### src/rtl/lpsc_pkg.sv
// Shared widths, register codes, interface types and weight table for the steering controller.
package lpsc_pkg;

    localparam int RDG_W     = 10;
    localparam int WGT_W     = 17;
    localparam int PROD_W    = RDG_W + WGT_W + 1;
    localparam int WSUM_W    = PROD_W + 1;
    localparam int MAG_W     = WSUM_W - 1;
    localparam int TOT_W     = 14;
    localparam int Q_W       = 17;
    localparam int POS_W     = 17;
    localparam int ERR_W     = POS_W + 1;
    localparam int KP_W      = 16;
    localparam int MPROD_W   = KP_W + 1 + ERR_W;
    localparam int FRAC_W    = 12;
    localparam int CORR_W    = MPROD_W - FRAC_W;
    localparam int SUM_W     = CORR_W + 1;
    localparam int BASE_W    = 8;
    localparam int DRV_W     = 8;

    localparam int ARRAY_INPUTS = 8;
    localparam int LANE_COUNT   = ARRAY_INPUTS + 2;
    localparam int SIDE_R       = ARRAY_INPUTS;
    localparam int SIDE_L       = ARRAY_INPUTS + 1;

    localparam int LANE_STG  = 1;
    localparam int MERGE_STG = 4;
    localparam int DIV_STG   = Q_W + 1;
    localparam int CTRL_STG  = 4;
    localparam int PIPE_STG  = LANE_STG + MERGE_STG + DIV_STG + CTRL_STG;

    localparam int ADDR_W    = 5;
    localparam int DATA_W    = 32;
    localparam int REG_IDX_W = ADDR_W - 2;

    localparam logic [REG_IDX_W-1:0] REG_KP_GAIN        = 3'd0;
    localparam logic [REG_IDX_W-1:0] REG_INCLINE_OFFSET = 3'd1;
    localparam logic [REG_IDX_W-1:0] REG_RIGHT_BASE     = 3'd2;
    localparam logic [REG_IDX_W-1:0] REG_LEFT_BASE      = 3'd3;
    localparam logic [REG_IDX_W-1:0] REG_RIGHT_WEIGHT   = 3'd4;
    localparam logic [REG_IDX_W-1:0] REG_LEFT_WEIGHT    = 3'd5;

    localparam logic [KP_W-1:0]          RST_KP_GAIN        = 16'd246;
    localparam logic signed [WGT_W-1:0]  RST_INCLINE_OFFSET = '0;
    localparam logic [BASE_W-1:0]        RST_RIGHT_BASE     = 8'd120;
    localparam logic [BASE_W-1:0]        RST_LEFT_BASE      = 8'd120;
    localparam logic signed [WGT_W-1:0]  RST_RIGHT_WEIGHT   = -17'sd8000;
    localparam logic signed [WGT_W-1:0]  RST_LEFT_WEIGHT    = 17'sd8000;

    typedef struct packed {
        logic signed [WSUM_W-1:0] wsum;
        logic [TOT_W-1:0]         total;
    } merge_res_t;

    typedef struct packed {
        logic [Q_W-1:0] q;
        logic           neg;
        logic           zero;
    } div_res_t;

    typedef struct packed {
        logic [KP_W-1:0]          kp_gain;
        logic signed [WGT_W-1:0]  incline_offset;
        logic [BASE_W-1:0]        right_base;
        logic [BASE_W-1:0]        left_base;
    } ctrl_cfg_t;

    typedef struct packed {
        logic [DRV_W-1:0]         right_drive;
        logic [DRV_W-1:0]         left_drive;
        logic signed [POS_W-1:0]  line_pos;
        logic                     no_line;
    } result_t;

    // Array sensor i sits at (i - 3.5) * 1000
    function automatic logic signed [WGT_W-1:0] array_weight(input int idx);
        return WGT_W'(idx * 1000 - 3500);
    endfunction

endpackage

### src/rtl/lpsc_div.sv
// Pipelined restoring divider: sum magnitude over total, one quotient bit per stage.
module lpsc_div (
    input  logic                 aclk,
    input  logic                 en,
    input  lpsc_pkg::merge_res_t mrg,
    output lpsc_pkg::div_res_t   res
);
    import lpsc_pkg::*;

    logic [TOT_W-1:0] rem_reg  [DIV_STG];
    logic [TOT_W-1:0] rem_next [DIV_STG];
    logic [Q_W-1:0]   low_reg  [DIV_STG];
    logic [Q_W-1:0]   low_next [DIV_STG];
    logic [TOT_W-1:0] d_reg    [DIV_STG];
    logic [TOT_W-1:0] d_next   [DIV_STG];
    logic [Q_W-1:0]   q_reg    [DIV_STG];
    logic [Q_W-1:0]   q_next   [DIV_STG];
    logic             neg_reg  [DIV_STG];
    logic             neg_next [DIV_STG];
    logic             zero_reg [DIV_STG];
    logic             zero_next[DIV_STG];

    logic signed [WSUM_W-1:0] mag_full;

    // Centroid of nonnegative readings stays inside the weight range, so the
    // quotient fits Q_W bits and the top dividend bits start below the divisor.
    always_comb begin
        mag_full      = mrg.wsum[WSUM_W-1] ? -mrg.wsum : mrg.wsum;
        rem_next[0]   = TOT_W'(mag_full[MAG_W-1:Q_W]);
        low_next[0]   = mag_full[Q_W-1:0];
        d_next[0]     = mrg.total;
        q_next[0]     = '0;
        neg_next[0]   = mrg.wsum[WSUM_W-1];
        zero_next[0]  = (mrg.total == '0);
    end

    for (genvar k = 1; k < DIV_STG; k++) begin : g_stage
        logic [TOT_W:0] trial;
        logic [TOT_W:0] diff;
        logic           ge;

        always_comb begin
            trial        = {rem_reg[k-1], low_reg[k-1][Q_W-1]};
            diff         = trial - {1'b0, d_reg[k-1]};
            ge           = (trial >= {1'b0, d_reg[k-1]});
            rem_next[k]  = ge ? diff[TOT_W-1:0] : trial[TOT_W-1:0];
            low_next[k]  = {low_reg[k-1][Q_W-2:0], 1'b0};
            q_next[k]    = {q_reg[k-1][Q_W-2:0], ge};
            d_next[k]    = d_reg[k-1];
            neg_next[k]  = neg_reg[k-1];
            zero_next[k] = zero_reg[k-1];
        end
    end

    always_ff @(posedge aclk) begin
        if (en) begin
            rem_reg  <= rem_next;
            low_reg  <= low_next;
            d_reg    <= d_next;
            q_reg    <= q_next;
            neg_reg  <= neg_next;
            zero_reg <= zero_next;
        end
    end

    assign res.q    = q_reg[DIV_STG-1];
    assign res.neg  = neg_reg[DIV_STG-1];
    assign res.zero = zero_reg[DIV_STG-1];

endmodule

### config.mk
export PLATFORM = sky130hd
export DESIGN_NAME = lpsc_div
export DESIGN_NICKNAME = d
export VERILOG_FILES = /design/src/rtl/lpsc_pkg.sv /design/src/rtl/lpsc_div.sv
export SDC_FILE = /design/constraint.sdc
export NUM_CORES = 1
export LEC_CHECK = 0
export CAP_MARGIN = 25
export CORE_MARGIN = 1
export CORE_UTILIZATION = 64
export DETAILED_ROUTE_END_ITERATION = 12
export DONT_BUFFER_PORTS = 1
export GPL_TIMING_DRIVEN = 0
export PLACE_DENSITY = 0.8
export SYNTH_ARGS = -nofsm -noshare
export SYNTH_HDL_FRONTEND = slang
export SYNTH_SLANG_ARGS = --single-unit
### constraint.sdc
create_clock -name aclk -period 4.3 [get_ports aclk]
set_input_delay 0.645 -clock aclk [delete_from_list [all_inputs] [get_ports aclk]]
set_output_delay 0.645 -clock aclk [all_outputs]
set_load 0.1 [all_outputs]
### Word level (Yosys, flattened, before mapping)

Index checks and enable logic that the tools add are counted.

| operators by class | value |
|---|---|
| $add $sub $neg | 17 |
| order comparisons | 17 |
| muxes and demuxes | 17 |
| reduce and logical (&&, ||, !) cells | 1 |

Operators by type and width:

| operator | count |
|---|---|
| 15-bit by 14-bit greater-or-equal comparator with 1-bit output | 16 |
| 14-bit 2-to-1 mux | 15 |
| 14-bit subtractor | 15 |
| 28-bit 2-to-1 mux | 1 |
| 28-bit negation | 1 |
| 12-bit by 14-bit greater-or-equal comparator with 1-bit output | 1 |
| 14-bit zero test | 1 |
| 12-bit by 14-bit subtractor with 14-bit output | 1 |
| 12-bit 2-to-1 mux | 1 |

| word-level totals | value |
|---|---|
| register bits after elaboration | 815 |
| input port bits | 45 |
| output and inout bits | 19 |
| logic and storage cells | 157 |

### Logic depth before layout (Yosys ltp)

| depth | value |
|---|---|
| depth after elaboration | 2 |
| gate-level depth with buffers | 12 |
| mapped depth without buffers | 11 |

### Worst setup path after synthesis

Ideal clock, no wire load.

| timing | value |
|---|---|
| kind | register to register |
| from | reg low_reg, in the netlist g_stage[1].trial[0] |
| to | reg rem_reg, in the netlist g_stage[2].trial[10], data pin |
| setup time | 260 ps |
| data arrival time | 2816 ps |
| required time | 4040 ps |
| slack | 1224 ps |
| stages on the path, launching flop included | 13 |
| path buffers | 1 |
| period minus slack after synthesis | 3076 ps |
| cell sequence | edfxtp_1 inv_1 ha_1 inv_1 fa_1 a21oi_1 o211ai_1 nand3_1 o22ai_1 or2_2 o221ai_1 buf_2 mux2_2 |

RTL lines:

| what | line | text |
|---|---|---|
| start: declaration | lpsc_div.sv:12 | `logic [Q_W-1:0] low_reg [DIV_STG];` |
| start signal: assignment | lpsc_div.sv:58 | `low_reg <= low_next;` |
| end signal: assignment | lpsc_div.sv:57 | `rem_reg <= rem_next;` |
| end: declaration | lpsc_div.sv:10 | `logic [TOT_W-1:0] rem_reg [DIV_STG];` |

==> run metrics <==
run status finished with violations; failing checks max-slew violations; CTS tree done; Final #Nets approximately 3300; max_slew headroom -63.3%; delay-heaviest family, CP compound AO/OA/AOI/OAI gates; core area around 60000 um2; Final period util between 80% and 90%; fill cell count 3963; final worst setup slack approximately 0.45 ns; share of layout cells above drive strength 1 9.43%; DR WL/cell between 15 and 20 um; synthesized cell area roughly 39000 um2; placed wire-length estimate just over 50000 um; startpoint types flop; Slew Viols, Final ~450; clock sinks approximately 820; Setup Fix Bufs, Post-CTS 0; area grow syn2layout 9.31%; initial antenna violation count 0; hold buffers post-CTS 0; most frequent cells in the layout 815 x edfxtp_1, 323 x inv_1, 252 x ha_1; Worst-Margin Slew about 2.4 ns; ANT nets after route 0; drt first-iter violations 1926; Root Buffer clkbuf_16; Mapped Nets about 3200; die area between 60000 and 70000 um2; cells after synthesis 2921; Max Root-Sink Buffers 3; Cell variety after synth slightly below 80; Via density 5.99; CP arrival roughly 4.2 ns; Crit. End Element flop; Avg Synthesized Cell Area between 10 and 15 um2; Worst EP required about 4.7 ns; final RePlAce weighted congestion 0.942; Routed WL about 73000 um; Synth warnings 0; # IOs between 60 and 70; Max Clock Freq 0.260 GHz; Total GRT Usage approximately a quarter; DRC 0; # resized after CTS 0; total number of vias between 20000 and 25000; Site Rows 90; Tightest Hold Check Type primary input to flop; CP max stage cell a31oi_1; Final Hold Fails 0; unrepaired setup endpoints after global routing false; DP Worst Slack 0.552 ns; final count of negative-setup-slack endpoints 0; Post-synth top flop edfxtp_1; antenna diode count 0; H-tree Lvls 3; global-route wire length before repair about 120000 um; max capacitance violation total 0; commonest non-fill, non-tap cell in the layout edfxtp_1; ys async rst share 0%; DR pass1 iterations 6; EDFF count, synth 815; VDD IR max a little over 0.4 mV; CTS Buf Count 83; Worst path most repeated cell o21ai_0; Die Y ~250 um; Bufs and invs on worst path 2; Clock Skew 0.0186 ns; Initial Util 64.8%; P_leak roughly 17 nW; largest net degree at the start of global routing 816; Worst-path clk slew around 0.06 ns; Clock Latency Late Sink 0.64 ns; Congestion Overflow GR 0; vias in the first global route approximately 23000; IO Port Bufs 0; Seq/Total Area, Yosys 62.5%; worst setup path class flop to flop; CP Cell Sequence inv_1 -> ha_1 -> nor2b_1 -> nor3_1 -> o21ai_0 -> a21oi_1 -> o21ai_0 -> a31oi_1 -> clkbuf_1 -> mux2_2; Max FO, Critical Path 10; CP max stage delay ~0.64 ns; pwr/cell area about 670 nW/um2; Setup TNS 0 ns; Synth Register Bits 815; die width around 250 um; Final min period 3.85 ns
## worst register-to-register path, stage by stage, from the launching register on
cell      delay [ns]
edfxtp_1        0.40
inv_1           0.14
ha_1            0.28
nor2b_1         0.15
nor3_1          0.27
o21ai_0         0.19
a21oi_1         0.30
o21ai_0         0.19
a31oi_1         0.64
clkbuf_1        0.58
mux2_2          0.44
## cell usage after synthesis (6+ instances only)
| master | n | area, um2 |
|---|---|---|
| and4_1 | 8 | 70.1 |
| a31o_2 | 7 | 61.3 |
| nor4_1 | 10 | 62.6 |
| a21o_1 | 73 | 548 |
| inv_1 | 323 | 1210 |
| and3_1 | 8 | 50.1 |
| a31oi_1 | 23 | 144 |
| nand2_1 | 146 | 548 |
| mux2i_1 | 19 | 190 |
| o21a_1 | 29 | 218 |
| a221oi_1 | 9 | 78.8 |
| nand4_1 | 26 | 163 |
| ha_1 | 252 | 3150 |
| a211oi_1 | 34 | 255 |
| o31a_1 | 14 | 123 |
| o31ai_1 | 19 | 143 |
| fa_1 | 16 | 320 |
| and2_1 | 6 | 37.5 |
| nand3b_1 | 9 | 67.6 |
| or2_2 | 9 | 56.3 |
| a21oi_1 | 135 | 676 |
| o211ai_1 | 14 | 105 |
| or3_1 | 12 | 75.1 |
| o22ai_1 | 10 | 62.6 |
| nor3b_1 | 10 | 75.1 |
| or4_1 | 8 | 60.1 |
| edfxtp_1 | 815 | 24500 |
| a211o_1 | 8 | 70.1 |
| clkbuf_1 | 27 | 101 |
| nor2b_1 | 28 | 175 |
| xor2_1 | 58 | 508 |
| a21boi_0 | 10 | 75.1 |
| mux2_2 | 137 | 1540 |
| o21bai_1 | 14 | 105 |
| xnor2_1 | 103 | 902 |
| o21ai_0 | 160 | 801 |
| nand3_1 | 37 | 185 |
| nor2_1 | 160 | 601 |
| nor3_1 | 29 | 145 |
| nand2b_1 | 28 | 175 |
## area by class of cell
cell class,count,area (um2),area share [%]
Sequential cell,815,24500,57.2
Buffer,33,128,0.298
Inverter,323,1210,2.83
Tap cell,782,978,2.29
Clock buffer,97,2150,5.03
Clock inverter,56,513,1.20
Multi-Input combinational cell,1750,13300,31.1
## report_power, final
group / switching [mW] / internal [mW] / total (mW)
combinational: 5.42 / 4.44 / 9.86
sequential: 0.925 / 10.9 / 11.8
clock: 2.97 / 4.08 / 7.04
total: 9.31 / 19.4 / 28.7
## metal layers
metal  vias to the layer above  track usage [%]  wire length, um
met5                         -                0                0
met4                         0             9.01             2470
met3                       159             3.52             3580
met2                       711             39.6            35700
met1                     11153             30.8            31200
li1                      11085                -                -
## registers in the layout, indices dropped and copies added (netlist names)
name           flops
d_next           238
low_next         136
g_stage.trial    252
zero_next         17
neg_next          17
q_next           136
res               19
## through the flow
step | instances | total power [mW] | hold slack, ns | util, % | cell area [um2]
3_5_place_dp | 3703 | 21.5 | 0.405 | 66.5 | 40100
2_1_floorplan | 2921 | 19.1 | 0.400 | - | 39100
6_report | 3856 | 28.7 | 0.101 | 70.9 | 42800
4_1_cts | 3856 | 28.7 | 0.0704 | 70.9 | 42800
3_3_place_gp | 3703 | 21.1 | 0.400 | 66.5 | 40100
5_1_grt | 3856 | 30.2 | 0.0721 | 70.9 | 42800
## cell families (layout without fill, tap and decap cells)
logic type | after synthesis | in the layout | synth area share, %
AO/OA/AOI/OAI | 618 | 618 | 10.3
XOR/XNOR | 161 | 161 | 3.60
adder cells (fa/ha/maj) | 268 | 268 | 8.87
buffers and inverters | 356 | 509 | 3.42
flip-flops | 815 | 815 | 62.5
multiplexers | 156 | 156 | 4.43
AND/OR/NAND/NOR | 547 | 547 | 6.83
## worst paths after layout
path / start / to / slack [ns] / cells after the start
setup reg to reg: d_next[127]$_DFFE_PP_ / g_stage[9].trial[7]$_DFFE_PP_ / 0.45 / 10
hold reg to reg: q_next[40]$_DFFE_PP_ / q_next[24]$_DFFE_PP_ / 0.41 / 0
setup / recovery: d_next[127]$_DFFE_PP_ / g_stage[9].trial[7]$_DFFE_PP_ / 0.45 / 10
hold / removal: mrg[1] / d_next[225]$_DFFE_PP_ / 0.10 / 0
(Power assumes the default switching activity.)
