**config.mk**
```make
export PLATFORM = sky130hd
export DESIGN_NAME = lpsc_merge
export DESIGN_NICKNAME = d
export VERILOG_FILES = /design/src/rtl/lpsc_pkg.sv /design/src/rtl/lpsc_merge.sv
export SDC_FILE = /design/constraint.sdc
export NUM_CORES = 1
export LEC_CHECK = 0
export ABC_AREA = 1
export BUFFER_PORTS_ARGS = -buffer_cell sky130_fd_sc_hd__buf_4
export CAP_MARGIN = 5
export CELL_PAD_IN_SITES_DETAIL_PLACEMENT = 1
export CELL_PAD_IN_SITES_GLOBAL_PLACEMENT = 1
export CORE_MARGIN = 1
export CORE_UTILIZATION = 35
export CTS_CLUSTER_SIZE = 12
export DETAILED_ROUTE_END_ITERATION = 8
export GPL_ROUTABILITY_DRIVEN = 0
export PLACE_DENSITY_LB_ADDON = 0.25
export RECOVER_POWER = 50
export SKIP_LAST_GASP = 1
export SYNTH_ARGS = -nofsm -noshare
export SYNTH_HDL_FRONTEND = slang
export SYNTH_SLANG_ARGS = --single-unit
```
**constraint.sdc**
```tcl
create_clock -name aclk -period 2 [get_ports aclk]
set_input_delay 0.3 -clock aclk [delete_from_list [all_inputs] [get_ports aclk]]
set_output_delay 0.3 -clock aclk [all_outputs]
set_load 0.05 [all_outputs]
```
**src/rtl/lpsc_pkg.sv**
```systemverilog
// Shared widths, register codes, interface types and weight table for the steering controller.
package lpsc_pkg;

    localparam int RDG_W     = 10;
    localparam int WGT_W     = 17;
    localparam int PROD_W    = RDG_W + WGT_W + 1;
    localparam int WSUM_W    = PROD_W + 1;
    localparam int MAG_W     = WSUM_W - 1;
    localparam int TOT_W     = 14;
    localparam int Q_W       = 17;
    localparam int POS_W     = 17;
    localparam int ERR_W     = POS_W + 1;
    localparam int KP_W      = 16;
    localparam int MPROD_W   = KP_W + 1 + ERR_W;
    localparam int FRAC_W    = 12;
    localparam int CORR_W    = MPROD_W - FRAC_W;
    localparam int SUM_W     = CORR_W + 1;
    localparam int BASE_W    = 8;
    localparam int DRV_W     = 8;

    localparam int ARRAY_INPUTS = 8;
    localparam int LANE_COUNT   = ARRAY_INPUTS + 2;
    localparam int SIDE_R       = ARRAY_INPUTS;
    localparam int SIDE_L       = ARRAY_INPUTS + 1;

    localparam int LANE_STG  = 1;
    localparam int MERGE_STG = 4;
    localparam int DIV_STG   = Q_W + 1;
    localparam int CTRL_STG  = 4;
    localparam int PIPE_STG  = LANE_STG + MERGE_STG + DIV_STG + CTRL_STG;

    localparam int ADDR_W    = 5;
    localparam int DATA_W    = 32;
    localparam int REG_IDX_W = ADDR_W - 2;

    localparam logic [REG_IDX_W-1:0] REG_KP_GAIN        = 3'd0;
    localparam logic [REG_IDX_W-1:0] REG_INCLINE_OFFSET = 3'd1;
    localparam logic [REG_IDX_W-1:0] REG_RIGHT_BASE     = 3'd2;
    localparam logic [REG_IDX_W-1:0] REG_LEFT_BASE      = 3'd3;
    localparam logic [REG_IDX_W-1:0] REG_RIGHT_WEIGHT   = 3'd4;
    localparam logic [REG_IDX_W-1:0] REG_LEFT_WEIGHT    = 3'd5;

    localparam logic [KP_W-1:0]          RST_KP_GAIN        = 16'd246;
    localparam logic signed [WGT_W-1:0]  RST_INCLINE_OFFSET = '0;
    localparam logic [BASE_W-1:0]        RST_RIGHT_BASE     = 8'd120;
    localparam logic [BASE_W-1:0]        RST_LEFT_BASE      = 8'd120;
    localparam logic signed [WGT_W-1:0]  RST_RIGHT_WEIGHT   = -17'sd8000;
    localparam logic signed [WGT_W-1:0]  RST_LEFT_WEIGHT    = 17'sd8000;

    typedef struct packed {
        logic signed [WSUM_W-1:0] wsum;
        logic [TOT_W-1:0]         total;
    } merge_res_t;

    typedef struct packed {
        logic [Q_W-1:0] q;
        logic           neg;
        logic           zero;
    } div_res_t;

    typedef struct packed {
        logic [KP_W-1:0]          kp_gain;
        logic signed [WGT_W-1:0]  incline_offset;
        logic [BASE_W-1:0]        right_base;
        logic [BASE_W-1:0]        left_base;
    } ctrl_cfg_t;

    typedef struct packed {
        logic [DRV_W-1:0]         right_drive;
        logic [DRV_W-1:0]         left_drive;
        logic signed [POS_W-1:0]  line_pos;
        logic                     no_line;
    } result_t;

    // Array sensor i sits at (i - 3.5) * 1000
    function automatic logic signed [WGT_W-1:0] array_weight(input int idx);
        return WGT_W'(idx * 1000 - 3500);
    endfunction

endpackage

```
**src/rtl/lpsc_merge.sv**
```systemverilog
// Registered adder tree that folds the lane products and readings into sum and total.
module lpsc_merge (
    input  logic                               aclk,
    input  logic                               en,
    input  logic signed [lpsc_pkg::PROD_W-1:0] prod [lpsc_pkg::LANE_COUNT],
    input  logic [lpsc_pkg::RDG_W-1:0]         rdg  [lpsc_pkg::LANE_COUNT],
    output lpsc_pkg::merge_res_t               res
);
    import lpsc_pkg::*;

    localparam int L1 = (LANE_COUNT + 1) / 2;
    localparam int L2 = (L1 + 1) / 2;
    localparam int L3 = (L2 + 1) / 2;

    logic signed [WSUM_W-1:0] a1_reg [L1];
    logic signed [WSUM_W-1:0] a1_next [L1];
    logic [TOT_W-1:0]         t1_reg [L1];
    logic [TOT_W-1:0]         t1_next [L1];
    logic signed [WSUM_W-1:0] a2_reg [L2];
    logic signed [WSUM_W-1:0] a2_next [L2];
    logic [TOT_W-1:0]         t2_reg [L2];
    logic [TOT_W-1:0]         t2_next [L2];
    logic signed [WSUM_W-1:0] a3_reg [L3];
    logic signed [WSUM_W-1:0] a3_next [L3];
    logic [TOT_W-1:0]         t3_reg [L3];
    logic [TOT_W-1:0]         t3_next [L3];
    merge_res_t               res_reg;
    merge_res_t               res_next;

    always_comb begin
        for (int j = 0; j < L1; j++) begin
            a1_next[j] = WSUM_W'(prod[2*j]);
            t1_next[j] = TOT_W'(rdg[2*j]);
            if (2*j + 1 < LANE_COUNT) begin
                a1_next[j] = a1_next[j] + WSUM_W'(prod[2*j+1]);
                t1_next[j] = t1_next[j] + TOT_W'(rdg[2*j+1]);
            end
        end
        for (int j = 0; j < L2; j++) begin
            a2_next[j] = a1_reg[2*j];
            t2_next[j] = t1_reg[2*j];
            if (2*j + 1 < L1) begin
                a2_next[j] = a2_next[j] + a1_reg[2*j+1];
                t2_next[j] = t2_next[j] + t1_reg[2*j+1];
            end
        end
        for (int j = 0; j < L3; j++) begin
            a3_next[j] = a2_reg[2*j];
            t3_next[j] = t2_reg[2*j];
            if (2*j + 1 < L2) begin
                a3_next[j] = a3_next[j] + a2_reg[2*j+1];
                t3_next[j] = t3_next[j] + t2_reg[2*j+1];
            end
        end
        res_next.wsum  = a3_reg[0] + a3_reg[L3-1];
        res_next.total = t3_reg[0] + t3_reg[L3-1];
    end

    always_ff @(posedge aclk) begin
        if (en) begin
            a1_reg  <= a1_next;
            t1_reg  <= t1_next;
            a2_reg  <= a2_next;
            t2_reg  <= t2_next;
            a3_reg  <= a3_next;
            t3_reg  <= t3_next;
            res_reg <= res_next;
        end
    end

    assign res = res_reg;

endmodule

```
## Word level (Yosys, flattened, before mapping)

Cells that the tools add are included.
Widths: inputs -> output; s select.

- Register bits: 473
- Logic and storage cells: 40
- Input bits: 382
- Memory bits (writable): 0
- Latch bits: 0
- Output and inout port bits: 43
- ROM bits: 0
- Memories kept: 0

- Reduce and logical (&&, ||, !) cells: 0
- Equal/unequal tests: 0
- $lt $le $gt $ge: 0
- Bitwise operators: 0
- Shift operators: 0
- Multiply operators: 0
- Mux-type cells: 0
- Divide/modulo/power cells: 0
- Add/sub/neg operators: 18

Operator list:

| operator | count |
|---|---|
| $add 28x28->29 | 5 |
| $add 29x29->29 | 4 |
| $add 14x14->14 | 4 |
| $add 10x10->11 | 5 |

## Depth between registers and ports, before layout

- Depth after elaboration: 1
- Mapped depth: 11
- Gate-level depth less buffers: 11

## Worst setup path after synthesis

No wires, ideal clock.

- Path kind: reg-to-reg
- Start: reg a1_reg[29] in the netlist's numbering
- End: reg a2_reg[45] in the netlist's numbering, data pin
- Clock period less this slack: 1.843 ns
- Path slack: 0.157 ns
- Data arrival time: 1.584 ns
- Path buffers: 0
- Data required time: 1.741 ns
- Setup time: 0.259 ns
- Cell stages (with the launch flop): 10
- Path through: edfxtp_1 ha_1 fa_1 nand3_1 nand3_2 nand2_1 nand2_1 nand3_1 nand2_1 xor2_1

RTL lines:

| element | RTL line | source |
|---|---|---|
| from (decl) | lpsc_merge.sv:15 | `logic signed [WSUM_W-1:0] a1_reg [L1];` |
| from (signal assigned) | lpsc_merge.sv:61 | `a1_reg <= a1_next;` |
| to (signal assigned) | lpsc_merge.sv:63 | `a2_reg <= a2_next;` |
| to (decl) | lpsc_merge.sv:19 | `logic signed [WSUM_W-1:0] a2_reg [L2];` |

==> metrics.md <==
| Metric | Value |
|---|---|
| Crit path time final | 1990 ps |
| Floorplan Core Area | 0.104 mm^2 |
| Clock insertion delay at the later pin of the skew report | 630 ps |
| Number of input and output port buffers inserted | 424 |
| Result of the run | complete, no violations |
| Combined area of the multi-input logic cells | 0.0210 mm^2 |
| Inserted Clock Buffers | 51 |
| Sequential share of the synthesized area | 36.5% |
| Post-detailed-route count of antenna-violating nets | 0 |
| Maximum vdd drop | 0.981 mV |
| Reg power frac | 30.6% |
| Biggest fanout along the worst timing path | 4 |
| Post-Synthesis Cell Area | 0.0367 mm^2 |
| First-pass GRT wire length | 186000 um |
| EDFF count, synth | 447 |
| Clock Tree Root | clkbuf_16 |
| Violation count after the first detailed-route iteration | 1441 |
| Yosys synthesis warning count | 0 |
| Synth cell types | 30 |
| Worst Setup Start Kind | flip-flop |
| Fin Clk Skew | 22.6 ps |
| Total number of clock tree sinks | 447 |
| Net switching share of the total power | 42.0% |
| Worst hold path class | input port to flip-flop |
| Number of global-route vias before repair | 35228 |
| I/O pin total | 425 |
| WL/cell | 16.4 um |
| Total routed wirelength | 119000 um |
| Initial antenna violation count | 3 |
| Most used cells in the layout excluding fill and tap cells | nand2_1, inv_1, buf_4 |
| Maximum count of clock buffers along a single path | 3 |
| Max-cap viol count | 0 |
| Via Count | 34135 |
| Final Cycle Share | 99.5% |
| Unrepaired setup endpoints after global routing | true |
| GR Util met3 | 2.07% |
| Layout-stage area growth over the synthesis result | 26.4% |
| Share of layout cells above drive strength 1 | 18.3% |
| Number of flip-flops under the largest register name | 145 |
| Number of levels the H-tree was split into | 2 |
| Syn avg cell area | 7.24 um^2 |
| Switching power | 20.8 mW |
| Remaining global-route overflow | 0 |
| Pin count of the biggest net entering global routing | 39 |
| Most common cell after layout, fill and taps aside | nand2_1 |
| Count of nets after finishing | 6551 |
| Clock tree from TritonCTS | done |
| Part of the power in the clock network | 19.1% |
| Starting density of the core | 35.4% |
| Relative slew margins | 34.7% |
| Leakage power total | 24.5 nW |
| Crit path DAT | 2360 ps |
| Number of hold violations in the final report | 0 |
| Number of instances in the synthesized netlist | 5073 |
| Chip width | 326 um |
| Power share of the combinational group | 50.3% |
| Utilization after layout | 44.7% |
| Post-Syn Nets | 5820 |
| Final setup violating endpoints | 0 |
| Count of unresolved DRC violations after routing | 0 |
| Ratio of total power to cell area | 1070 mW/mm^2 |
| Final Total Pwr | 49.5 mW |
| Final HPWL from detailed placement | 101000 um |
| Kind of end point of the critical path | flip-flop |
| Global-route track usage on met2 | 39.3% |
| Drt via density | 4.73 |
| Tot GR Track Use | 21.8% |
| DIE AREA | 0.106 mm^2 |
| GR peak layer | met2 |
| Dominant synthesized flop cell | edfxtp_1 |
| Transition time at the pin with the least slew margin | 979 ps |
| Met1 Resource Use GR | 28.2% |
| Number of fill cells in the layout | 12976 |
| Num rows | 118 |
| Seq cells post-synth | 447 |
| Post-CTS clock slew at the launch and capture registers of the worst setup and hold paths | 60 ps |
| Data required time at the worst endpoint | 2370 ps |
| Cell internal power dissipation | 28.7 mW |
| Startpoint-to-endpoint class of the critical path | flip-flop to flip-flop |
| Detailed-routing iteration count for the pre-antenna-repair pass | 5 |
| Achievable clock frequency | 502 MHz |
| Register area | 0.0134 mm^2 |
| Synth async-reset ratio | 0% |
| Max-slew violation total from the final report | 0 |
| Die height | 326 um |
-- cell usage after synthesis, types with 10 or more instances --
library cell  number  area, um^2
nor2_1           336        1260
nand4_1           49         307
nand3_1          333        1670
inv_2             24        90.1
nand3_2           45         450
nor2_2            47         294
nand2_1         1981        7440
a21o_1            19         143
a31oi_1           10        62.6
xor2_1           202        1770
ha_1             347        4340
o21ai_0           29         145
inv_1            912        3420
o21bai_1          10        75.1
fa_1              18         360
edfxtp_1         447       13400
a21oi_1          214        1070
-- worst max-delay path: stages, from the launching register on --
cell      delay (ps)
edfxtp_1         530
ha_4             320
nand2_1           80
nand2_2           60
inv_1             70
nand2_1           50
nand2_1           50
nand3b_1         200
nand2_1          160
nand2_1           60
nand2_1           80
nand2_2           60
-- metrics by stage --
step	TNS (ps)	setup WS (ps)	cell area (um^2)	cells	hold WS, ps
finish	0	9.12	46400	7221	34.6
global route	-738	-70.1	46400	7219	23.1
CTS	-17.1	-17.1	45600	7209	0.634
detailed placement	-4140	-176	43500	7103	406
floorplan	0	157	36700	5073	400
global placement	-1370	-104	43500	7103	402
-- power by group through the flow --
stage / clock network (mW) / registers, mW / logic, mW
after floorplan: 0 / 15.9 / 13.6
after global placement: 0 / 15.1 / 22.9
after detailed placement: 0 / 15.2 / 23.4
after CTS: 9.75 / 15.0 / 23.8
after global routing: 10.0 / 15.3 / 27.7
final: 9.48 / 15.1 / 24.9
-- cell families (layout without fill, tap and decap cells) --
| logic type | count (synthesis) | in the layout | share of synthesized area (%) |
|---|---|---|---|
| and+or+nand+nor | 2825 | 2825 | 31.9 |
| buffers and inverters | 937 | 1702 | 9.57 |
| DFF | 447 | 447 | 36.5 |
| adders and majority gates | 365 | 365 | 12.8 |
| AOI/OAI and AO/OA | 289 | 289 | 4.19 |
| xor gates and xnor gates | 210 | 210 | 5.01 |
| other | 0 | 3 | 0 |
-- area by class of cell --
| type | instances | share of cell area [%] |
|---|---|---|
| Sequential cell | 447 | 28.9 |
| Tap cell | 1380 | 3.72 |
| Clock buffer | 56 | 2.79 |
| Inverter | 937 | 7.57 |
| Clock inverter | 31 | 0.795 |
| Timing Repair Buffer | 678 | 11.0 |
| Multi-Input combinational cell | 3689 | 45.2 |
| Antenna cell | 3 | 0.0162 |
-- per-layer routing --
| layer | up-vias | part of all wire, % |
|---|---|---|
| li1 | 17503 | - |
| met1 | 16009 | 45 |
| met2 | 501 | 50 |
| met3 | 122 | 3.0 |
| met4 | 0 | 2.0 |
| met5 | - | 0 |
-- path summary, 6_finish.rpt --
| kind | end | depth (start not counted) | slack, ps | from |
|---|---|---|---|---|
| max | a2_reg[54]$_DFFE_PP_ | 11 | 9 | a1_reg[62]$_DFFE_PP_ |
| min | a1_reg[87]$_DFFE_PP_ | 2 | 30 | prod[168] |
| max reg2reg | a2_reg[54]$_DFFE_PP_ | 11 | 9 | a1_reg[62]$_DFFE_PP_ |
| min reg2reg | t3_reg[2]$_DFFE_PP_ | 0 | 420 | t2_reg[2]$_DFFE_PP_ |
-- what timing repair did --
action                                  CTS  global route
hold endpoints to repair                 11             0
pin swaps                                 3            33
setup buffers                             1             9
endpoints found under the setup margin   30            83
hold buffers                             18             0
resized for setup                        40           214
No activity file was read; power rests on OpenSTA's default activity.
