<file path="src/rtl/lpsc_pkg.sv">
// Shared widths, register codes, interface types and weight table for the steering controller.
package lpsc_pkg;

    localparam int RDG_W     = 10;
    localparam int WGT_W     = 17;
    localparam int PROD_W    = RDG_W + WGT_W + 1;
    localparam int WSUM_W    = PROD_W + 1;
    localparam int MAG_W     = WSUM_W - 1;
    localparam int TOT_W     = 14;
    localparam int Q_W       = 17;
    localparam int POS_W     = 17;
    localparam int ERR_W     = POS_W + 1;
    localparam int KP_W      = 16;
    localparam int MPROD_W   = KP_W + 1 + ERR_W;
    localparam int FRAC_W    = 12;
    localparam int CORR_W    = MPROD_W - FRAC_W;
    localparam int SUM_W     = CORR_W + 1;
    localparam int BASE_W    = 8;
    localparam int DRV_W     = 8;

    localparam int ARRAY_INPUTS = 8;
    localparam int LANE_COUNT   = ARRAY_INPUTS + 2;
    localparam int SIDE_R       = ARRAY_INPUTS;
    localparam int SIDE_L       = ARRAY_INPUTS + 1;

    localparam int LANE_STG  = 1;
    localparam int MERGE_STG = 4;
    localparam int DIV_STG   = Q_W + 1;
    localparam int CTRL_STG  = 4;
    localparam int PIPE_STG  = LANE_STG + MERGE_STG + DIV_STG + CTRL_STG;

    localparam int ADDR_W    = 5;
    localparam int DATA_W    = 32;
    localparam int REG_IDX_W = ADDR_W - 2;

    localparam logic [REG_IDX_W-1:0] REG_KP_GAIN        = 3'd0;
    localparam logic [REG_IDX_W-1:0] REG_INCLINE_OFFSET = 3'd1;
    localparam logic [REG_IDX_W-1:0] REG_RIGHT_BASE     = 3'd2;
    localparam logic [REG_IDX_W-1:0] REG_LEFT_BASE      = 3'd3;
    localparam logic [REG_IDX_W-1:0] REG_RIGHT_WEIGHT   = 3'd4;
    localparam logic [REG_IDX_W-1:0] REG_LEFT_WEIGHT    = 3'd5;

    localparam logic [KP_W-1:0]          RST_KP_GAIN        = 16'd246;
    localparam logic signed [WGT_W-1:0]  RST_INCLINE_OFFSET = '0;
    localparam logic [BASE_W-1:0]        RST_RIGHT_BASE     = 8'd120;
    localparam logic [BASE_W-1:0]        RST_LEFT_BASE      = 8'd120;
    localparam logic signed [WGT_W-1:0]  RST_RIGHT_WEIGHT   = -17'sd8000;
    localparam logic signed [WGT_W-1:0]  RST_LEFT_WEIGHT    = 17'sd8000;

    typedef struct packed {
        logic signed [WSUM_W-1:0] wsum;
        logic [TOT_W-1:0]         total;
    } merge_res_t;

    typedef struct packed {
        logic [Q_W-1:0] q;
        logic           neg;
        logic           zero;
    } div_res_t;

    typedef struct packed {
        logic [KP_W-1:0]          kp_gain;
        logic signed [WGT_W-1:0]  incline_offset;
        logic [BASE_W-1:0]        right_base;
        logic [BASE_W-1:0]        left_base;
    } ctrl_cfg_t;

    typedef struct packed {
        logic [DRV_W-1:0]         right_drive;
        logic [DRV_W-1:0]         left_drive;
        logic signed [POS_W-1:0]  line_pos;
        logic                     no_line;
    } result_t;

    // Array sensor i sits at (i - 3.5) * 1000
    function automatic logic signed [WGT_W-1:0] array_weight(input int idx);
        return WGT_W'(idx * 1000 - 3500);
    endfunction

endpackage

</file>
<file path="src/rtl/lpsc_ctrl.sv">
// Steering stages: position and error, gain multiply, truncation, drive clamp.
module lpsc_ctrl #(
    parameter int MAX_DRIVE = 250
) (
    input  logic                aclk,
    input  logic                en,
    input  lpsc_pkg::div_res_t  quo,
    input  lpsc_pkg::ctrl_cfg_t cfg,
    output lpsc_pkg::result_t   res
);
    import lpsc_pkg::*;

    localparam logic signed [SUM_W-1:0] MAX_S   = SUM_W'(MAX_DRIVE);
    localparam logic [DRV_W-1:0]        MAX_DRV = DRV_W'(MAX_DRIVE);

    logic signed [ERR_W-1:0]   pos_full;
    logic signed [POS_W-1:0]   pos1_reg, pos1_next;
    logic signed [ERR_W-1:0]   err1_reg, err1_next;
    logic                      zero1_reg;
    logic signed [MPROD_W-1:0] mprod2_reg, mprod2_next;
    logic signed [POS_W-1:0]   pos2_reg;
    logic                      zero2_reg;
    logic signed [MPROD_W-1:0] biased;
    logic signed [CORR_W-1:0]  corr3_reg, corr3_next;
    logic signed [POS_W-1:0]   pos3_reg;
    logic                      zero3_reg;
    logic signed [SUM_W-1:0]   rsum, lsum;
    result_t                   out_reg, out_next;

    function automatic logic [DRV_W-1:0] clamp_drive(input logic signed [SUM_W-1:0] v);
        logic [DRV_W-1:0] r;
        if (v < 0) begin
            r = '0;
        end else if (v > MAX_S) begin
            r = MAX_DRV;
        end else begin
            r = v[DRV_W-1:0];
        end
        return r;
    endfunction

    always_comb begin
        // An empty frame reads as position zero
        if (quo.zero) begin
            pos_full = '0;
        end else if (quo.neg) begin
            pos_full = -$signed({1'b0, quo.q});
        end else begin
            pos_full = $signed({1'b0, quo.q});
        end
        pos1_next   = pos_full[POS_W-1:0];
        err1_next   = pos_full - ERR_W'(cfg.incline_offset);

        mprod2_next = $signed({1'b0, cfg.kp_gain}) * err1_reg;

        // Round toward zero: bias negative products before the shift
        biased      = mprod2_reg + (mprod2_reg[MPROD_W-1] ?
                      MPROD_W'((1 << FRAC_W) - 1) : MPROD_W'(0));
        corr3_next  = CORR_W'(biased >>> FRAC_W);

        rsum = $signed(SUM_W'({1'b0, cfg.right_base})) + SUM_W'(corr3_reg);
        lsum = $signed(SUM_W'({1'b0, cfg.left_base})) - SUM_W'(corr3_reg);
        out_next.right_drive = clamp_drive(rsum);
        out_next.left_drive  = clamp_drive(lsum);
        out_next.line_pos    = pos3_reg;
        out_next.no_line     = zero3_reg;
    end

    always_ff @(posedge aclk) begin
        if (en) begin
            pos1_reg   <= pos1_next;
            err1_reg   <= err1_next;
            zero1_reg  <= quo.zero;
            mprod2_reg <= mprod2_next;
            pos2_reg   <= pos1_reg;
            zero2_reg  <= zero1_reg;
            corr3_reg  <= corr3_next;
            pos3_reg   <= pos2_reg;
            zero3_reg  <= zero2_reg;
            out_reg    <= out_next;
        end
    end

    assign res = out_reg;

endmodule

</file>
<file path="config.mk">
export PLATFORM = sky130hd
export DESIGN_NAME = lpsc_ctrl
export DESIGN_NICKNAME = d
export VERILOG_FILES = /design/src/rtl/lpsc_pkg.sv /design/src/rtl/lpsc_ctrl.sv
export SDC_FILE = /design/constraint.sdc
export NUM_CORES = 1
export LEC_CHECK = 0
export BUFFER_PORTS_ARGS = -buffer_cell sky130_fd_sc_hd__buf_2
export CORE_ASPECT_RATIO = 0.6
export CORE_MARGIN = 2
export CORE_UTILIZATION = 40
export CTS_CLUSTER_SIZE = 16
export DETAILED_ROUTE_END_ITERATION = 6
export PLACE_DENSITY = 0.68
export SLEW_MARGIN = 15
export SYNTH_ARGS = -nofsm -noshare
export SYNTH_HDL_FRONTEND = slang
export SYNTH_SLANG_ARGS = --single-unit
</file>
<file path="constraint.sdc">
create_clock -name aclk -period 13.2 [get_ports aclk]
set_input_delay 2.64 -clock aclk [delete_from_list [all_inputs] [get_ports aclk]]
set_output_delay 2.64 -clock aclk [all_outputs]
set_load 0.02 [all_outputs]
</file>
# [Word level (Yosys, flattened, before mapping)]
# Index checks and enable logic that the tools add are counted.
# W data, S select, Z words.
[word_totals] reg_bits=164 latchBits=0 ram_bits=0 rom_bits=0 in_bits=70 n_memories=0
[classes] n_addsub=5 mul=1 div_mod_pow=0 order_cmp=4 n_eq_ne=0 n_shift=0 n_mux=5 n_bitwise=0 n_reduce_logical=2
[op_table] cell="$gt A24 B9 Y1 const B" count=2
[op_table] cell="$lt A24 B1 Y1 const B" count=2
[op_table] cell="$mux W18" count=2
[op_table] cell="$add A35 B13 Y35" count=1
[op_table] cell="$mul A17 B18 Y35" count=1
[op_table] cell="$add A9 B23 Y24" count=1
[op_table] cell="$sub A9 B23 Y24" count=1
[op_table] cell="$neg A17 Y18" count=1
[op_table] cell="$sub A18 B17 Y18" count=1
[op_table] cell="$mux W8" count=2
[op_table] cell="$mux W12" count=1
[op_table] cell="$reduce_or A2 Y1" count=2

# [Longest topological paths before layout]
# Gate-level depths: netlist (run 1).
[depth] depth_word=4 mapped_depth=24 mapped_depth_nobuf=23

# [Worst setup path before layout (run 1)]
# No wires, ideal clock.
[synth_path] kind="input -> register" startpoint="in cfg[37] (netlist bit)" endpoint="reg mprod2_reg[34], data pin" setup_time_ns=0.267 arrival_time_ns=8.328 required_time_ns=12.933 slack_ns=4.605 cell_stages=18 path_cell_list="clkbuf_1 clkbuf_1 nand2_1 fa_1 inv_1 fa_1 fa_1 fa_1 fa_1 inv_1 fa_1 inv_1 ha_1 or3_1 o211ai_1 nand3_1 a2111oi_0 o2bb2ai_1"
[synth_between] elab_chain_cells=1
[synth_lines] item="start: declaration" line_no="lpsc_ctrl.sv:8" rtl="input lpsc_pkg::ctrl_cfg_t cfg,"
[synth_lines] item="$mul A17 B18 Y35" line_no="lpsc_ctrl.sv:54" rtl="mprod2_next = $signed({1'b0, cfg.kp_gain}) * err1_reg;"
[synth_lines] item="net mprod2_next[34]" line_no="lpsc_ctrl.sv:20" rtl="logic signed [MPROD_W-1:0] mprod2_reg, mprod2_next;"
[synth_lines] item="end signal: assignment" line_no="lpsc_ctrl.sv:74" rtl="mprod2_reg <= mprod2_next;"
[synth_lines] item="end: declaration" line_no="lpsc_ctrl.sv:20"
# The timed path passes the listed nets, and every way through them passes these cells.
# A chain may end at the register's enable or synchronous reset.

# [Worst setup path after layout (run 1)]
[layout_path] startpoint="in cfg[35] (netlist bit)" endpoint="reg mprod2_reg[34], data pin"
# The elaborated chain is that of the path after synthesis.

==> reports/results.txt, run 1 <==
status = complete, no violations
Residual DRC = 0
CORE AREA = 47800 sq um
type of the most critical hold path = reg2reg
Final min period = 8.66 ns
Final ANT Viol Nets = 0
Synth Flop Type = edfxtp_1
Post-synth EDFFs = 164
Die Y = 174 microns
commonest non-fill, non-tap cell in the layout = inv_1
required time worst endpoint = 13.37 ns
first-pass GRT wire length = 73.6 mm
Initial Util = 0.405
GRT overflow = 0
Synth Instances = 1929
Post-Route WL = 44.9 mm
Avg Cell Area, Syn = 10.0 sq um
Via Count = 13400
Placed Area = 20400 sq um
Peak Freq = 116 MHz
CP Class = in2reg
final instance area = 21100 sq um
Final Setup Violations = 0
DR WL/cell = 17.0 microns
Yosys reg bits = 164
Post-CTS Setup Bufs = 0
Die Area = 50200 sq um
Non-Filler Instances = 2648
DR vias/cell = 5.07
setup TNS = 0 ns
RSZ-0062 raised after global routing = false
fill count = 4500
Critical Path AT = 8.83 ns
row count = 62
crit path max fanout = 18
post-CTS sizing = 0
met2 wire len = 18.5 mm
clk sink count = 164
Clock Tree Buf Depth = 2
Largest register FFs = 35
synthesized cell area = 19300 sq um
most frequent cells in the layout = 422 x inv_1, 296 x fa_1, 214 x nand2_1, 164 x edfxtp_1, 134 x ha_1
clock root buffer = clkbuf_16
startpoint types = input pin
top sig layer = met5
gr usage total = 0.186
Worst slew margin = 0.325
area delta synth->final = 8.88%
cts hold-fix bufs = 0
DP HPWL = 36.0 mm
CTS Buf Count = 17
initial antenna violation count = 3
Async SR Flop Fraction = 0
GP Congestion = 0.911
number of I/O port buffers = 103
Max-Cap Viols = 0
Metal-1 WL = 21.7 mm
met3 WL post-DR = 3.98 mm
placed cell count = 2615
Reg clk slew, reported paths = 0.08 ns
Syn Nets = 2429
Hold Fails Final Rpt = 0
H-tree Lvls = 4
Die W = 288 microns
worst slew pin tran = 1.01 ns
ratio of cells with drive above 1 in the final layout = 0.0792
Final period util = 0.656
crit path capture type = flip-flop
vias in the first global route = 13900
CTS tree = built
warnings from Yosys = 0
Clock Latency Late Sink = 0.45 ns
Slew Viols, Final = 0
pin count of the biggest net entering global routing = 90
clock skew = 0.0149 ns
nets = 2494
TritonRoute pass-1 iters = 7
Util after Layout = 0.441
Synth cell types = 69
Initial DRC Count = 1122
post-synthesis sequential area ratio = 0.255
io pins = 104
-- synthesized netlist by cell type, types with 30 or more instances --
cell	number	area (sq um)
inv_1	422	1580
fa_1	296	5930
nand2_1	214	803
edfxtp_1	164	4920
ha_1	134	1680
and2_1	121	757
nor2_1	72	270
xnor2_1	71	622
clkbuf_1	54	203
a21oi_1	49	245
o21ai_0	36	180
xor2_1	30	263
-- metrics by stage --
| stage | hold slack, ns | setup WS [ns] |
|---|---|---|
| finish | 0.416 | 4.54 |
| global route | 0.419 | 4.37 |
| CTS | 0.413 | 4.68 |
| detailed placement | 0.405 | 4.22 |
| global placement | 0.401 | 4.38 |
| floorplan | 0.400 | 4.61 |
-- routing by layer --
metal  vias up  global-route usage
met3        48              0.0500
met5         -                   0
met1      6634               0.278
met4         4              0.0373
met2       520               0.271
li1       6218                   -
-- final cells by class --
type                            count  area (sq um)  area share
Timing Repair Buffer              104           529      0.0251
Antenna cell                        1          2.50    0.000119
Clock inverter                     15           181     0.00861
Clock buffer                       17           425      0.0202
Sequential cell                   164          4920       0.234
Inverter                          422          1580      0.0752
Tap cell                          640           801      0.0380
Multi-Input combinational cell   1285         12600       0.599
-- worst paths after layout --
check / from / endpoint / slack, ns / cells after the start
max: cfg[35] / mprod2_reg[34] / 4.54 / 22
min: pos3_reg[13] / res[14] / 0.42 / 0
max reg2reg: err1_reg[6] / mprod2_reg[34] / 6.33 / 19
min reg2reg: pos3_reg[13] / res[14] / 0.42 / 0
-- worst max-delay path, cell delays in order --
cell and delay [ns]:
buf_2 0.39, nand2_1 0.23, inv_1 0.14, fa_1 0.46, inv_1 0.10, fa_1 0.43
fa_1 0.52, inv_1 0.08, fa_1 0.49, fa_1 0.55, inv_1 0.05, fa_1 0.52
inv_1 0.04, ha_1 0.38, a21o_1 0.22, a31oi_1 0.25, nand3_1 0.11, o21a_1 0.22
o211ai_1 0.24, nand3_1 0.16, a2111oi_0 0.46, o2bb2ai_1 0.13
-- logic make-up (layout without fill, tap and decap cells) --
| group | after synthesis | after routing | synth area share |
|---|---|---|---|
| AO/OA/AOI/OAI | 209 | 209 | 0.0723 |
| XOR/XNOR | 101 | 101 | 0.0457 |
| adder cells (fa/ha/maj) | 430 | 430 | 0.393 |
| buffers and inverters | 480 | 558 | 0.0937 |
| flip-flops | 164 | 164 | 0.255 |
| multiplexers | 6 | 6 | 0.00330 |
| other | 0 | 1 | 0 |
| AND/OR/NAND/NOR | 539 | 539 | 0.137 |
Power of run 1 is not shown: default switching activity piles up to over one toggle a cycle in this logic, so the estimate is an artifact.
==> inputs of run 2 (changes only) <==
PLACE_DENSITY = 0.7   (was 0.68)
clock period = 7.3 ns   (was 13.2 ns; I/O delays follow)
==> run 2 against run 1 <==
Final cell count up 2.1%. Non-clock buffer count up 55. Global-route usage down 0.14 points. Hold slack worse by 0.0015 ns. Sequential share of layout area down 0.50 points. Register-to-register slack worse by 5.8 ns. Critical endpoint is now mprod2_reg[33]. Highest routed layer is now met4.
==> reports/results.txt, run 2 (synthesis gave the netlist of run 1 again) <==
status = complete, no violations
Hold Fails Final Rpt = 0 (unchanged)
pin count of the biggest net entering global routing = 92 (+2.2%)
worst slew pin tran = 1.14 ns (+0.132 ns)
Reg clk slew, reported paths = 0.07 ns (about the same)
Final min period = 7.13 ns
setup ws final = 0.174 ns (-4.37 ns)
H-tree Lvls = 4 (unchanged)
crit path capture type = flip-flop
DP Worst Slack = -0.332 ns (-4.55 ns)
vias in the first global route = 14200 (+2.0%)
CTS tree = built
clock skew = 0.0167 ns (+0.00180 ns)
clk sink count = 164 (unchanged)
Largest register FFs = 35 (unchanged)
initial antenna violation count = 2 (-1)
CORE AREA = 47800 sq um (unchanged)
Initial DRC Count = 967 (-14%)
commonest non-fill, non-tap cell in the layout = inv_1
Clock Latency Late Sink = 0.44 ns (about the same)
startpoint types = input pin
Final ANT Viol Nets = 0 (unchanged)
Die W = 288 microns (unchanged)
gr usage total = 0.185 (-0.00141)
routing usage on met1 = 0.265 (-0.0134)
io pins = 104 (unchanged)
cts hold-fix bufs = 0 (unchanged)
DR vias/cell = 5.01 (-1.1%)
post-CTS sizing = 0 (unchanged)
Die Y = 174 microns (unchanged)
Post-CTS Setup Bufs = 0 (unchanged)
CTS Buf Count = 17 (unchanged)
DP HPWL = 36.8 mm (+2.2%)
GRT overflow = 0 (unchanged)
type of the most critical hold path = reg2reg
number of I/O port buffers = 103 (unchanged)
most frequent cells in the layout = 422 x inv_1, 295 x fa_1, 214 x nand2_1, 164 x edfxtp_1, 134 x ha_1
area delta synth->final = 11.2%
RSZ-0062 raised after global routing = false
met2 Usage GRT = 0.280 (+0.00952)
WHS = 0.415 ns (-0.00154 ns)
Max-Cap Viols = 0 (unchanged)
met3 Use GR = 0.0533 (+0.00328)
Worst slew margin = 0.235 (-0.0901)
GP Congestion = 0.886 (-2.8%)
TritonRoute pass-1 iters = 5 (-2)
row count = 62 (unchanged)
Die Area = 50200 sq um (unchanged)
Via Count = 13600 (+0.98%)
nets = 2549 (+2.2%)
clock root buffer = clkbuf_16
first-pass GRT wire length = 73.3 mm (-0.51%)
Util after Layout = 0.450 (+0.00958)
Slew Viols, Final = 0 (unchanged)
DR WL/cell = 16.5 microns (-2.5%)
Final period util = 0.976
ratio of cells with drive above 1 in the final layout = 0.104 (+0.0250)
gr busiest metal = met2
CP Class = in2reg
Critical Path AT = 7.31 ns (-1.52 ns)
Final Setup Violations = 0 (unchanged)
required time worst endpoint = 7.48 ns (-5.89 ns)
Residual DRC = 0 (unchanged)
Peak Freq = 140 MHz
Initial Util = 0.405 (unchanged)
Clock Tree Buf Depth = 2 (unchanged)
Post-Route WL = 44.7 mm (-0.46%)
crit path max fanout = 12 (-6)
[run 2: final timing paths]
check,from,endpoint,slack (ns),cells after the start
hold / removal,pos2_reg[6],pos3_reg[6],0.41,0
hold reg to reg,pos2_reg[6],pos3_reg[6],0.41,0
setup reg to reg,err1_reg[10],mprod2_reg[33],0.58,21
setup / recovery,cfg[36],mprod2_reg[33],0.17,21
[run 2: area by class of cell]
class,count,area (sq um)
timing repair buffer,159,982
clock buffer,17,425
multi-input combinational,1285,12600
sequential,164,4920
tap,640,801
fill,4463,26300
clock inverter,15,185
antenna,1,2.50
inverter,422,1580
[run 2: through the flow]
step / TNS, ns / area, sq um / instances
2_1_floorplan: 0 / 19400 / 1929
3_3_place_gp: -0.521 / 20900 / 2670
3_5_place_dp: -0.751 / 20900 / 2670
4_1_cts: 0 / 21500 / 2702
5_1_grt: 0 / 21500 / 2702
6_report: 0 / 21500 / 2703
[run 2: routing by layer]
| metal | part of all wire | vias to the layer above |
|---|---|---|
| li1 | - | 6338 |
| met1 | 0.47 | 6636 |
| met2 | 0.43 | 536 |
| met3 | 0.092 | 45 |
| met4 | 0.010 | 0 |
| met5 | 0 | - |
[run 2: worst max-delay path, stage by stage]
cell	delay, ns
buf_2	0.28
nand2_1	0.12
fa_1	0.51
fa_1	0.55
inv_1	0.06
fa_1	0.53
fa_1	0.52
fa_1	0.49
inv_1	0.05
fa_1	0.47
inv_1	0.04
ha_1	0.30
a21o_1	0.21
a211o_1	0.32
a21boi_0	0.20
o21ai_0	0.14
a211oi_1	0.28
o211ai_1	0.17
a311o_1	0.31
a21oi_1	0.19
xnor2_1	0.08
Power of run 2 is left out for the same reason.
